[config.mk]
export PLATFORM = sky130hd
export DESIGN_NAME = fix_checksum_verifier_unit
export DESIGN_NICKNAME = d
export VERILOG_FILES = /design/src/fcv_pkg.sv /design/src/fcv_csr.sv /design/src/fcv_parser.sv /design/src/fix_checksum_verifier_unit.sv
export SDC_FILE = /design/constraint.sdc
export NUM_CORES = 1
export LEC_CHECK = 0
export BUFFER_PORTS_ARGS = -buffer_cell sky130_fd_sc_hd__buf_4
export CORE_ASPECT_RATIO = 1.2
export CORE_UTILIZATION = 30
export CTS_BUF_LIST = sky130_fd_sc_hd__clkbuf_16
export DETAILED_ROUTE_END_ITERATION = 6
export SETUP_SLACK_MARGIN = 0.5
export SYNTH_ARGS = -nofsm -noshare
export SYNTH_HDL_FRONTEND = slang
export SYNTH_SLANG_ARGS = --single-unit
[constraint.sdc]
create_clock -name clock -period 5.93 [get_ports clock]
set_clock_uncertainty 0.1 [all_clocks]
set_input_delay 0.593 -clock clock [delete_from_list [all_inputs] [get_ports clock]]
set_output_delay 0.593 -clock clock [all_outputs]
set_load 0.02 [all_outputs]
[src/fcv_pkg.sv]
package fcv_pkg;

   localparam int unsigned MAX_BYTES = 2048;

   localparam int unsigned BYTE_W   = 8;
   localparam int unsigned STATUS_W = 3;
   localparam int unsigned COUNT_W  = 11;
   localparam int unsigned VALUE_W  = 9;
   localparam int unsigned CSR_AW   = 3;
   localparam int unsigned CSR_DW   = 32;
   localparam int unsigned RSP_DW   = 32;

   // register index 0 at byte address 0, decoded on the word address bit
   localparam logic REG_MAX_LENGTH = 1'b0;

   localparam logic [COUNT_W-1:0] MAX_LENGTH_RESET = 11'd2047;

   // largest count representable by the length field, or MAX_BYTES - 1 if smaller
   localparam int unsigned CAP_INT =
      ((MAX_BYTES - 1) > ((1 << COUNT_W) - 1)) ? ((1 << COUNT_W) - 1) : (MAX_BYTES - 1);
   localparam logic [COUNT_W-1:0] LENGTH_CAP = COUNT_W'(CAP_INT);

   localparam logic [BYTE_W-1:0] SOH_CHAR   = 8'h01;
   localparam logic [BYTE_W-1:0] CHAR_ONE   = 8'h31;
   localparam logic [BYTE_W-1:0] CHAR_ZERO  = 8'h30;
   localparam logic [BYTE_W-1:0] CHAR_NINE  = 8'h39;
   localparam logic [BYTE_W-1:0] CHAR_EQUAL = 8'h3d;
   // '1' + '0', already in the running sum when '=' arrives
   localparam logic [BYTE_W-1:0] TAG_PREFIX_SUM = 8'h61;

   localparam logic [VALUE_W-1:0] VALUE_SAT = 9'd256;
   localparam logic [BYTE_W-1:0]  RSUM_SAT  = 8'd255;

   typedef enum logic [STATUS_W-1:0] {
      ST_OK        = 3'd0,
      ST_MISMATCH  = 3'd1,
      ST_NO_DIGITS = 3'd2,
      ST_RANGE     = 3'd3,
      ST_NO_TAG    = 3'd4
   } status_type;

   typedef enum logic {
      PH_SEARCH = 1'b0,
      PH_VALUE  = 1'b1
   } phase_type;

   typedef enum logic [1:0] {
      MP_NONE = 2'd0,
      MP_ONE  = 2'd1,
      MP_ZERO = 2'd2
   } match_type;

   typedef struct packed {
      logic [COUNT_W-1:0] message_bytes;
      logic [BYTE_W-1:0]  received_sum;
      logic [BYTE_W-1:0]  computed_sum;
      status_type         status;
   } result_type;

endpackage

[src/fcv_csr.sv]
module fcv_csr
   import fcv_pkg::*;
(
   input  logic              clock,
   input  logic              reset,
   input  logic              csr_psel,
   input  logic              csr_penable,
   input  logic              csr_pwrite,
   input  logic [CSR_AW-1:0] csr_paddr,
   input  logic [CSR_DW-1:0] csr_pwdata,
   output logic [CSR_DW-1:0] csr_prdata,
   output logic              csr_pready,
   output logic [COUNT_W-1:0] max_length
);

   logic [COUNT_W-1:0] max_length_ff;
   logic [COUNT_W-1:0] max_length_in;
   logic               wr_en;

   assign csr_pready = 1'b1;
   assign wr_en = csr_psel && csr_penable && csr_pwrite && csr_pready;

   always_comb begin
      max_length_in = max_length_ff;
      if (wr_en && (csr_paddr[2] == REG_MAX_LENGTH)) begin
         max_length_in = csr_pwdata[COUNT_W-1:0];
      end
   end

   always_ff @(posedge clock) begin
      if (reset) begin
         max_length_ff <= MAX_LENGTH_RESET;
      end else begin
         max_length_ff <= max_length_in;
      end
   end

   always_comb begin
      csr_prdata = '0;
      if (csr_paddr[2] == REG_MAX_LENGTH) begin
         csr_prdata = {{(CSR_DW-COUNT_W){1'b0}}, max_length_ff};
      end
   end

   assign max_length = max_length_ff;

endmodule

[src/fcv_parser.sv]
module fcv_parser
   import fcv_pkg::*;
(
   input  logic               clock,
   input  logic               reset,
   input  logic               fire,
   input  logic [BYTE_W-1:0]  data_byte,
   input  logic               stream_end,
   input  logic [COUNT_W-1:0] max_length,
   output logic               emit,
   output result_type         result
);

   phase_type          phase_ff, phase_in;
   match_type          match_ff, match_in;
   logic [BYTE_W-1:0]  running_sum_ff, running_sum_in;
   logic [BYTE_W-1:0]  prefix_sum_ff, prefix_sum_in;
   logic [VALUE_W-1:0] value_acc_ff, value_acc_in;
   logic               digit_seen_ff, digit_seen_in;
   logic               digits_closed_ff, digits_closed_in;
   logic [COUNT_W-1:0] byte_count_ff, byte_count_in;

   logic               tag_done;
   logic               is_digit;
   logic [COUNT_W-1:0] count_next;
   logic [COUNT_W-1:0] limit;
   logic [11:0]        value_mac;

   assign tag_done   = (phase_ff == PH_SEARCH) && (match_ff == MP_ZERO)
                       && (data_byte == CHAR_EQUAL);
   assign is_digit   = (data_byte >= CHAR_ZERO) && (data_byte <= CHAR_NINE);
   assign count_next = byte_count_ff + 1'b1;
   // acc * 10 + digit; acc stays at or below 256
   assign value_mac  = {value_acc_ff, 3'b000} + {2'b00, value_acc_ff, 1'b0}
                       + {8'd0, data_byte[3:0]};

   always_comb begin
      limit = (max_length > LENGTH_CAP) ? LENGTH_CAP : max_length;
      if (limit == '0) begin
         limit = COUNT_W'(1);
      end
   end

   // phase transition
   always_comb begin
      phase_in = phase_ff;
      unique case (phase_ff)
         PH_SEARCH: if (tag_done) phase_in = PH_VALUE;
         PH_VALUE:  phase_in = PH_VALUE;
         default:   phase_in = PH_SEARCH;
      endcase
   end

   // per-byte datapath, before the end-of-message check
   always_comb begin
      match_in         = match_ff;
      running_sum_in   = running_sum_ff;
      prefix_sum_in    = prefix_sum_ff;
      value_acc_in     = value_acc_ff;
      digit_seen_in    = digit_seen_ff;
      digits_closed_in = digits_closed_ff;
      if (phase_ff == PH_SEARCH) begin
         running_sum_in = running_sum_ff + data_byte;
         if (tag_done) begin
            prefix_sum_in = running_sum_ff - TAG_PREFIX_SUM;
            match_in      = MP_NONE;
         end else if (data_byte == CHAR_ONE) begin
            match_in = MP_ONE;
         end else if ((match_ff == MP_ONE) && (data_byte == CHAR_ZERO)) begin
            match_in = MP_ZERO;
         end else begin
            match_in = MP_NONE;
         end
      end else if (!digits_closed_ff) begin
         if (is_digit) begin
            value_acc_in  = (value_mac > 12'(VALUE_SAT)) ? VALUE_SAT : value_mac[VALUE_W-1:0];
            digit_seen_in = 1'b1;
         end else begin
            digits_closed_in = 1'b1;
         end
      end
   end

   assign emit = ((phase_ff == PH_VALUE) && (data_byte == SOH_CHAR))
                 || stream_end || (count_next >= limit);

   // result, taken from the state after this byte
   always_comb begin
      result.message_bytes = count_next;
      result.computed_sum  = prefix_sum_in;
      result.received_sum  = value_acc_in[BYTE_W-1:0];
      result.status        = ST_OK;
      if (phase_in == PH_SEARCH) begin
         result.status       = ST_NO_TAG;
         result.computed_sum = '0;
         result.received_sum = '0;
      end else if (!digit_seen_in) begin
         result.status       = ST_NO_DIGITS;
         result.received_sum = '0;
      end else if (value_acc_in > VALUE_W'(RSUM_SAT)) begin
         result.status       = ST_RANGE;
         result.received_sum = RSUM_SAT;
      end else if (prefix_sum_in != value_acc_in[BYTE_W-1:0]) begin
         result.status = ST_MISMATCH;
      end
   end

   always_ff @(posedge clock) begin
      if (reset || (fire && emit)) begin
         phase_ff         <= PH_SEARCH;
         match_ff         <= MP_NONE;
         running_sum_ff   <= '0;
         prefix_sum_ff    <= '0;
         value_acc_ff     <= '0;
         digit_seen_ff    <= 1'b0;
         digits_closed_ff <= 1'b0;
         byte_count_ff    <= '0;
      end else if (fire) begin
         phase_ff         <= phase_in;
         match_ff         <= match_in;
         running_sum_ff   <= running_sum_in;
         prefix_sum_ff    <= prefix_sum_in;
         value_acc_ff     <= value_acc_in;
         digit_seen_ff    <= digit_seen_in;
         digits_closed_ff <= digits_closed_in;
         byte_count_ff    <= count_next;
      end
   end

endmodule

[src/fix_checksum_verifier_unit.sv]
// Channel   Direction  Handshake                  Payload
// req_      in         req_tvalid / req_tready    tdata: data_byte; tlast: stream_end
// rsp_      out        rsp_tvalid / rsp_tready    tdata: status, computed_sum,
//                                                 received_sum, message_bytes
// csr_      in         psel / penable / pready    max_length at address 0
//
// One byte per cycle sustained unless rsp_ stalls. A byte is registered on
// acceptance, parsed from the input register, and its result (if any) is
// registered and shown on rsp_. Parser state updates only when the result register
// can take a result, so a stalled rsp_tready holds back req_tready through the input
// register. Synchronous reset clears all control state and sets max_length to 2047.
module fix_checksum_verifier_unit
   import fcv_pkg::*;
(
   input  logic              clock,
   input  logic              reset,
   input  logic              req_tvalid,
   output logic              req_tready,
   input  logic [7:0]        req_tdata,   // [7:0] data_byte
   input  logic              req_tlast,   // stream_end
   output logic              rsp_tvalid,
   input  logic              rsp_tready,
   output logic [RSP_DW-1:0] rsp_tdata,   // [2:0] status, [10:3] computed_sum,
                                          // [18:11] received_sum, [29:19] message_bytes
   input  logic              csr_psel,
   input  logic              csr_penable,
   input  logic              csr_pwrite,
   input  logic [CSR_AW-1:0] csr_paddr,
   input  logic [CSR_DW-1:0] csr_pwdata,
   output logic [CSR_DW-1:0] csr_prdata,
   output logic              csr_pready
);

   logic               in_valid_ff, in_valid_in;
   logic [BYTE_W-1:0]  in_byte_ff;
   logic               in_end_ff;
   logic               out_valid_ff, out_valid_in;
   result_type         out_data_ff;

   logic               fire;
   logic               emit;
   result_type         result;
   logic [COUNT_W-1:0] max_length;

   fcv_csr u_csr (
      .clock       (clock),
      .reset       (reset),
      .csr_psel    (csr_psel),
      .csr_penable (csr_penable),
      .csr_pwrite  (csr_pwrite),
      .csr_paddr   (csr_paddr),
      .csr_pwdata  (csr_pwdata),
      .csr_prdata  (csr_prdata),
      .csr_pready  (csr_pready),
      .max_length  (max_length)
   );

   fcv_parser u_parser (
      .clock      (clock),
      .reset      (reset),
      .fire       (fire),
      .data_byte  (in_byte_ff),
      .stream_end (in_end_ff),
      .max_length (max_length),
      .emit       (emit),
      .result     (result)
   );

   assign fire       = in_valid_ff && (!out_valid_ff || rsp_tready);
   assign req_tready = !in_valid_ff || fire;

   always_comb begin
      in_valid_in = in_valid_ff;
      if (req_tvalid && req_tready) begin
         in_valid_in = 1'b1;
      end else if (fire) begin
         in_valid_in = 1'b0;
      end
   end

   always_comb begin
      out_valid_in = out_valid_ff;
      if (fire && emit) begin
         out_valid_in = 1'b1;
      end else if (rsp_tready) begin
         out_valid_in = 1'b0;
      end
   end

   always_ff @(posedge clock) begin
      if (reset) begin
         in_valid_ff  <= 1'b0;
         out_valid_ff <= 1'b0;
      end else begin
         in_valid_ff  <= in_valid_in;
         out_valid_ff <= out_valid_in;
      end
   end

   always_ff @(posedge clock) begin
      if (req_tvalid && req_tready) begin
         in_byte_ff <= req_tdata;
         in_end_ff  <= req_tlast;
      end
      if (fire && emit) begin
         out_data_ff <= result;
      end
   end

   assign rsp_tvalid = out_valid_ff;
   assign rsp_tdata  = {{(RSP_DW-$bits(result_type)){1'b0}}, out_data_ff};

endmodule

==> results.py, run 1 <==
metrics = {
    "timing": {
        "setup_ws_ps": 1855,
        "slew_violations": 0,
        "finalCritPeriodShare": 0.6871,
        "period_minus_slack_ps": 4075,
        "final_hold_viol_count": 0,
        "rsz0062_at_grt": "false",
        "slew_headroom": 0.3002,
        "timing.fmax_mhz": 245.4,
        "tns_ps": 0,
        "setup_violations": 0,
        "worstMarginPinSlew_ps": 1047,
    },
    "pwr": {
        "ir_worst_vdd_mv": 0.1472,
        "p_total_mw": 1.455,
        "leakage_nw": 2.748,
        "power_density_mw_per_mm2": 224.6,
    },
    "grt": {
        "met1_usage": 0.1724,
        "grt_usage": 0.1338,
        "grt_remaining_overflow": 0,
        "met3_usage": 0.02416,
        "grt_util_met2": 0.2194,
        "grt_pass1_vias": 3969,
        "antenna_found_initial": 0,
        "grt_pass1_wl_um": 19890,
        "grt_busiest_layer": "met2",
        "grt_max_degree": 42,
    },
    "detailed_routing": {
        "drc_errors": 2,
        "vias_per_cell": 4.917,
        "vias": 4332,
        "wl_um": 12330,
        "routedWlPerCell_um": 14.00,
        "drtIter0Drc": 280,
        "ant_nets": 0,
        "first_pass_iters": 7,
    },
    "logic_synthesis": {
        "synth_edf_count": 39,
        "avgSynthCellArea_sq_um": 9.361,
        "synth_top_area_cell": "edfxtp_1",
        "netlist.area_leader.share": 0.2121,
        "ys_seq_elements": 93,
        "seq_area_frac_synth": 0.4078,
        "synth_ff_type": "dfxtp_1",
        "ys_warn_count": 0,
        "synth_area_sq_mm": 0.005523,
        "netlist_top_cells_area": "edfxtp_1 21%, dfxtp_1 20%, ha_1 8.4%, nand2_1 4.3%, a21oi_1 4.3%",
        "synthDistinctLibCells": 73,
        "synthCells": 590,
        "async_reset_ff_frac": 0,
    },
    "placement": {
        "place_area_sq_mm": 0.006172,
        "dpl_worst_slack_ps": 1832,
        "post-dp-hpwl_um": 9170,
        "place.gp.congestion": 0.8255,
        "port-buffer-count": 70,
    },
    "clock_network": {
        "htree_levels": 3,
        "cts_tree": "built",
        "cts.clk_slew.worst_paths_ps": 60,
        "cts_setup_buffers": 0,
        "clk_path_buf_depth": 2,
        "clk_latency_ps": 350,
        "cts_buffers": 9,
        "post_cts_resized": 0,
        "numClockSinks": 93,
        "root_buffer": "clkbuf_16",
        "hold_buffers": 0,
    },
    "layout": {
        "syn_to_final_growth_pct": 17.33,
        "finish.utilization": 0.3579,
        "drive_gt1_frac": 0.1674,
        "fin_area_sq_mm": 0.006480,
        "num_antenna_cells": 0,
        "fin_nets": 743,
    },
    "worst_setup_path": {
        "crit_buf_inv": 2,
        "cp.depth": 13,
        "rr_worst_depth": 13,
        "crit_top_cell": "inv_1",
        "critPathLaunch": "in_byte_ff[3]",
        "r2r-start": "in_byte_ff[3]",
        "path_class": "register to register",
        "crit_chain": "inv_1, fa_1, inv_1, ha_1, a211oi_2, o21bai_2, a21oi_2, xnor2_1, o41a_4, nor2_4, mux2i_1, o22a_1, a31oi_1",
        "startpoint_type": "register",
        "max_stage_delay_ps": 600,
        "critical_path.top_delay_family": "compound AO/OA/AOI/OAI gates",
        "cp-end-kind": "register",
        "crit_slowest_cell": "fa_1",
        "crit_arrival_ps": 4030,
        "required_ps": 5880,
        "critPathMaxFanout": 12,
    },
    "hold_path": {
        "holdCritPathClass": "primary input to register",
        "holdCritStartpoint": "req_tdata[2]",
        "hold_depth": 1,
    },
    "run": {
        "maxCapViolations": 0,
    },
    "floorplan": {
        "rows": 54,
        "core-area_sq_mm": 0.01811,
        "ios": 118,
        "die_w_um": 125.9,
        "die_area_sq_mm": 0.01896,
        "start_util": 0.3050,
        "die_y_um": 150.6,
    },
    "outcome": {
        "violations": "DRC",
        "status": "complete, but fails checks",
    },
}
## layout make-up
class | instances | area [sq um]
multi-input combinational | 445 | 2979
tap | 224 | 280.3
fill | 1874 | 11630
clock buffer | 9 | 225.2
clock inverter | 7 | 82.58
sequential | 93 | 2252
inverter | 30 | 112.6
timing repair buffer | 73 | 548.0
## cells in the final DEF, fill, tap and decap left out, drive strengths merged, types with 7 or more instances in the layout
| master | n |
|---|---|
| o21ai | 10 |
| nand2 | 63 |
| inv | 32 |
| xnor2 | 17 |
| clkbuf | 9 |
| xor2 | 20 |
| o211ai | 9 |
| nand3 | 12 |
| edfxtp | 39 |
| dfxtp | 54 |
| a31oi | 8 |
| conb | 24 |
| nor3 | 13 |
| ha | 37 |
| buf | 73 |
| o21a | 8 |
| a211oi | 9 |
| mux2i | 7 |
| nor2 | 64 |
| a21oi | 50 |
## routing by layer
metal | share of wire | vias up | wire, um
met2 | 0.48 | 103 | 5891
met1 | 0.46 | 2025 | 5698
met3 | 0.036 | 18 | 450
met4 | 0.023 | 0 | 289
met5 | 0 | - | 0
li1 | - | 2186 | -
## synthesized netlist by cell type, types with 6 or more instances
| cell type | n |
|---|---|
| nor3_1 | 11 |
| a211oi_1 | 8 |
| mux2i_1 | 6 |
| a31oi_1 | 8 |
| o21ai_0 | 7 |
| nand2_1 | 63 |
| xor2_1 | 20 |
| o21a_1 | 8 |
| o211ai_1 | 9 |
| nand2b_1 | 6 |
| clkbuf_1 | 11 |
| buf_4 | 26 |
| dfxtp_1 | 54 |
| nand3_1 | 12 |
| ha_1 | 37 |
| inv_1 | 30 |
| edfxtp_1 | 39 |
| nor2_1 | 61 |
| a21oi_1 | 47 |
| xnor2_1 | 17 |
## registers in the layout (all words and copies together), names as in the netlist
name,count
u_parser.running_sum_ff,8
in_end_ff,1
in_byte_ff,8
rsp_tdata,30
in_valid_ff,1
u_parser.byte_count_ff,11
u_parser.value_acc_ff,9
rsp_tvalid,1
u_parser.match_ff,2
u_csr.max_length,11
u_parser.prefix_sum_ff,8
u_parser.digits_closed_ff,1
u_parser.phase_ff,1
u_parser.digit_seen_ff,1
## metrics by stage
step           hold WS, ps  std cells
5_1_grt              307.3        881
3_5_place_dp         355.4        865
4_1_cts              302.8        881
3_3_place_gp         343.6        865
2_1_floorplan        328.0        612
6_report             318.0        881
## logic make-up (layout without fill, tap and decap cells)
kind of cell             Yosys count  count (layout)  share of synthesized area
buffers and inverters             74             119                    0.06978
other                              2              24                   0.001360
multiplexers                       7               7                    0.01337
AND/OR/NAND/NOR                  201             201                     0.1806
adder cells (fa/ha/maj)           40              40                    0.09470
AO/OA/AOI/OAI                    136             136                     0.1738
XOR/XNOR                          37              37                    0.05868
flip-flops                        93              93                     0.4078
## path summary, 6_finish.rpt
check	to	slack (ps)
min	in_byte_ff[2]	320
max	rsp_tdata[0]	1860
min reg2reg	u_parser.match_ff[0]	360
max reg2reg	rsp_tdata[0]	1860
## report_power, final
| group | leakage (nW) | total [mW] | internal, mW | switching (mW) |
|---|---|---|---|---|
| clock network | 0.153 | 0.599 | 0.363 | 0.236 |
| logic | 1.75 | 0.157 | 0.0621 | 0.0946 |
| registers | 0.842 | 0.699 | 0.682 | 0.0176 |
| total | 2.75 | 1.46 | 1.11 | 0.348 |
No activity file was read; power rests on OpenSTA's default activity.
==> run 2: changes to the inputs <==
ABC_AREA = 1   (was default)
clock period = 3.7 ns   (was 5.93 ns; I/O delays follow)
==> run 2 against run 1 <==
  * The flow still finishes with violations (DRC)
  * Clock-buffer cell count unchanged
  * Sequential share of layout area decreased by 1.7 points
  * Global-route usage down 0.30 points
  * Power increased by 74%
  * Via count increased by 6.9%
  * Cell area is 5.5% higher
  * Die area shrank 0.65%
  * Synthesized cell count increased by 19%
  * Sequential power grew 62%
  * Register-to-register slack got worse by 1300 ps
==> results.py, run 2 <==
metrics = {
    "floorplan": {
        "die_w_um": 125.5,
        "die_y_um": 150.1,
        "start_util": 0.3099,
        "ios": 118,
        "rows": 53,
        "core-area_sq_mm": 0.01771,
        "die_area_sq_mm": 0.01884,
    },
    "logic_synthesis": {
        "synth_top_area_cell": "edfxtp_1",
        "synthDistinctLibCells": 42,
        "ys_seq_elements": 93,
        "synth_area_sq_mm": 0.005487,
        "seq_area_frac_synth": 0.4105,
        "async_reset_ff_frac": 0,
        "netlist.area_leader.share": 0.2135,
        "netlist_top_cells_area": "edfxtp_1 21%, dfxtp_1 20%, nand2_1 11%, ha_1 8.4%, inv_1 6.8%",
        "synth.most_common_cell": "nand2_1",
        "yosys-top-cells-count": "157 x nand2_1, 100 x inv_1, 79 x nor2_1",
        "synth_ff_type": "dfxtp_1",
        "ys_warn_count": 0,
        "synth_edf_count": 39,
        "synthCells": 700,
        "avgSynthCellArea_sq_um": 7.838,
    },
    "clock_network": {
        "cts.clk_slew.worst_paths_ps": 60,
        "cts_buffers": 9,
        "clk_path_buf_depth": 2,
        "root_buffer": "clkbuf_16",
        "cts_tree": "built",
        "htree_levels": 3,
        "hold_buffers": 0,
        "clk_latency_ps": 350,
        "numClockSinks": 93,
    },
    "outcome": {
        "status": "complete, but fails checks",
        "violations": "DRC",
    },
    "hold_path": {
        "holdCritStartpoint": "reset",
        "holdCritPathClass": "primary input to register",
    },
    "detailed_routing": {
        "ant_nets": 0,
        "wl_um": 12450,
        "first_pass_iters": 7,
        "vias": 4630,
        "routedWlPerCell_um": 12.24,
        "drc_errors": 14,
        "drtIter0Drc": 178,
        "vias_per_cell": 4.553,
    },
    "timing": {
        "final_hold_viol_count": 0,
        "worstMarginPinSlew_ps": 673.6,
        "timing.fmax_mhz": 313.8,
        "slew_violations": 0,
        "tns_ps": 0,
        "slew_headroom": 0.5479,
        "setup_violations": 0,
        "rsz0062_at_grt": "true",
        "finalCritPeriodShare": 0.8612,
        "period_minus_slack_ps": 3187,
    },
    "layout": {
        "nFillCells": 1801,
        "regArea_sq_mm": 0.002260,
        "stdcell_count": 1017,
        "multi_input_area_sq_mm": 0.002788,
        "num_antenna_cells": 0,
        "largest_reg_flops": 30,
        "syn_to_final_growth_pct": 24.56,
        "layout_commonest_cell": "nand2_1",
        "drive_gt1_frac": 0.2008,
        "fin_nets": 883,
        "fin_area_sq_mm": 0.006834,
        "final_cell_mix": "149 x nand2_1, 98 x inv_1, 92 x buf_4, 76 x nor2_1, 50 x dfxtp_1",
    },
    "worst_setup_path": {
        "crit_arrival_ps": 3160,
        "path_class": "register to register",
        "critPathLaunch": "in_byte_ff[2]",
        "r2r-start": "in_byte_ff[2]",
        "critPathMaxFanout": 4,
        "startpoint_type": "register",
        "required_ps": 3680,
        "cp-end-kind": "register",
    },
    "run": {
        "maxCapViolations": 0,
    },
    "grt": {
        "grt_pass1_vias": 3982,
        "antenna_found_initial": 0,
        "grt_usage": 0.1308,
        "grt_pass1_wl_um": 19500,
        "grt_remaining_overflow": 0,
        "grt_max_degree": 33,
    },
    "placement": {
        "post-dp-hpwl_um": 9120,
        "place.gp.congestion": 0.7980,
        "port-buffer-count": 70,
        "place_area_sq_mm": 0.006200,
        "place_inst": 980,
    },
    "pwr": {
        "power_density_mw_per_mm2": 371.0,
        "leakage_nw": 3.177,
        "ir_worst_vdd_mv": 0.2411,
    },
}
-- run 2: cell count changes in the layout (fill, tap and decap cells not counted), sizes merged, moves of 9 or more --
cell	previous run	this run
buf	73	96
inv	32	104
nand2	63	161
nand3	12	30
nand4	5	16
nor2	64	82
nor3	13	3
o21ai	10	23
xnor2	17	3
xor2	20	11
-- run 2: critical path: stages, from the launching register on --
cell	delay, ps
edfxtp_1	450
ha_4	310
ha_4	120
inv_1	50
fa_1	570
inv_1	40
nor2_1	90
nand2_1	50
nor2_1	90
nand3_1	90
nor2_2	100
nand2_2	90
nand2_2	100
nand4_1	140
nand3b_1	120
nand2_1	70
nor2_1	90
nand3_1	70
nor2_1	120
nor2_1	50
-- run 2: timing repair --
| action | in CTS | in global routing |
|---|---|---|
| setup endpoints to repair | 22 | 81 |
| cloned | 0 | 5 |
| hold endpoints to repair | 0 | 0 |
| resized for setup | 5 | 34 |
| buffers inserted | 2 | 14 |
| pin swaps | 1 | 16 |
-- run 2: final timing paths --
kind / end / slack, ps / cells after the start
hold reg to reg: u_parser.prefix_sum_ff[3] / 360 / 2
setup reg to reg: rsp_tdata[0] / 510 / 19
hold / removal: rsp_tvalid / 90 / 2
setup / recovery: rsp_tdata[0] / 510 / 19
-- run 2: cells by family after synthesis --
group	Yosys count	share of synthesized area
AO/OA/AOI/OAI	112	0.1241
XOR/XNOR	14	0.02235
adder cells (fa/ha/maj)	40	0.09532
buffers and inverters	143	0.1177
flip-flops	93	0.4105
other	2	0.001369
AND/OR/NAND/NOR	296	0.2287
-- run 2: area by class of cell --
type	instances	area share
inverters	102	0.05639
repair buffers	98	0.1175
clock buffers	9	0.03295
multi-input cells	488	0.4079
clock inverters	7	0.01428
flip-flops and latches	93	0.3306
well taps	220	0.04028
-- run 2: power by group --
part / total, mW / internal (mW) / switching (mW) / leakage [nW]
combinational: 0.408 / 0.160 / 0.248 / 2.18
clock: 0.998 / 0.595 / 0.402 / 0.158
sequential: 1.13 / 1.10 / 0.0292 / 0.841
-- run 2: metal layers --
metal / global-route usage / part of all wire
met5: 0 / 0
met4: 0.04573 / 0.0077
met3: 0.02807 / 0.041
met2: 0.2094 / 0.49
met1: 0.1739 / 0.46
-- run 2: through the flow --
stage / setup WS [ps] / hold slack (ps) / util / total power, mW
floorplan: 607.4 / 339.1 / - / 1.423
global placement: 345.1 / 349.1 / 0.3502 / 1.513
detailed placement: 317.8 / 355.3 / 0.3502 / 1.519
CTS: 455.4 / 69.51 / 0.3698 / 2.526
global route: 248.1 / 75.53 / 0.3860 / 2.657
finish: 513.4 / 86.69 / 0.3860 / 2.536
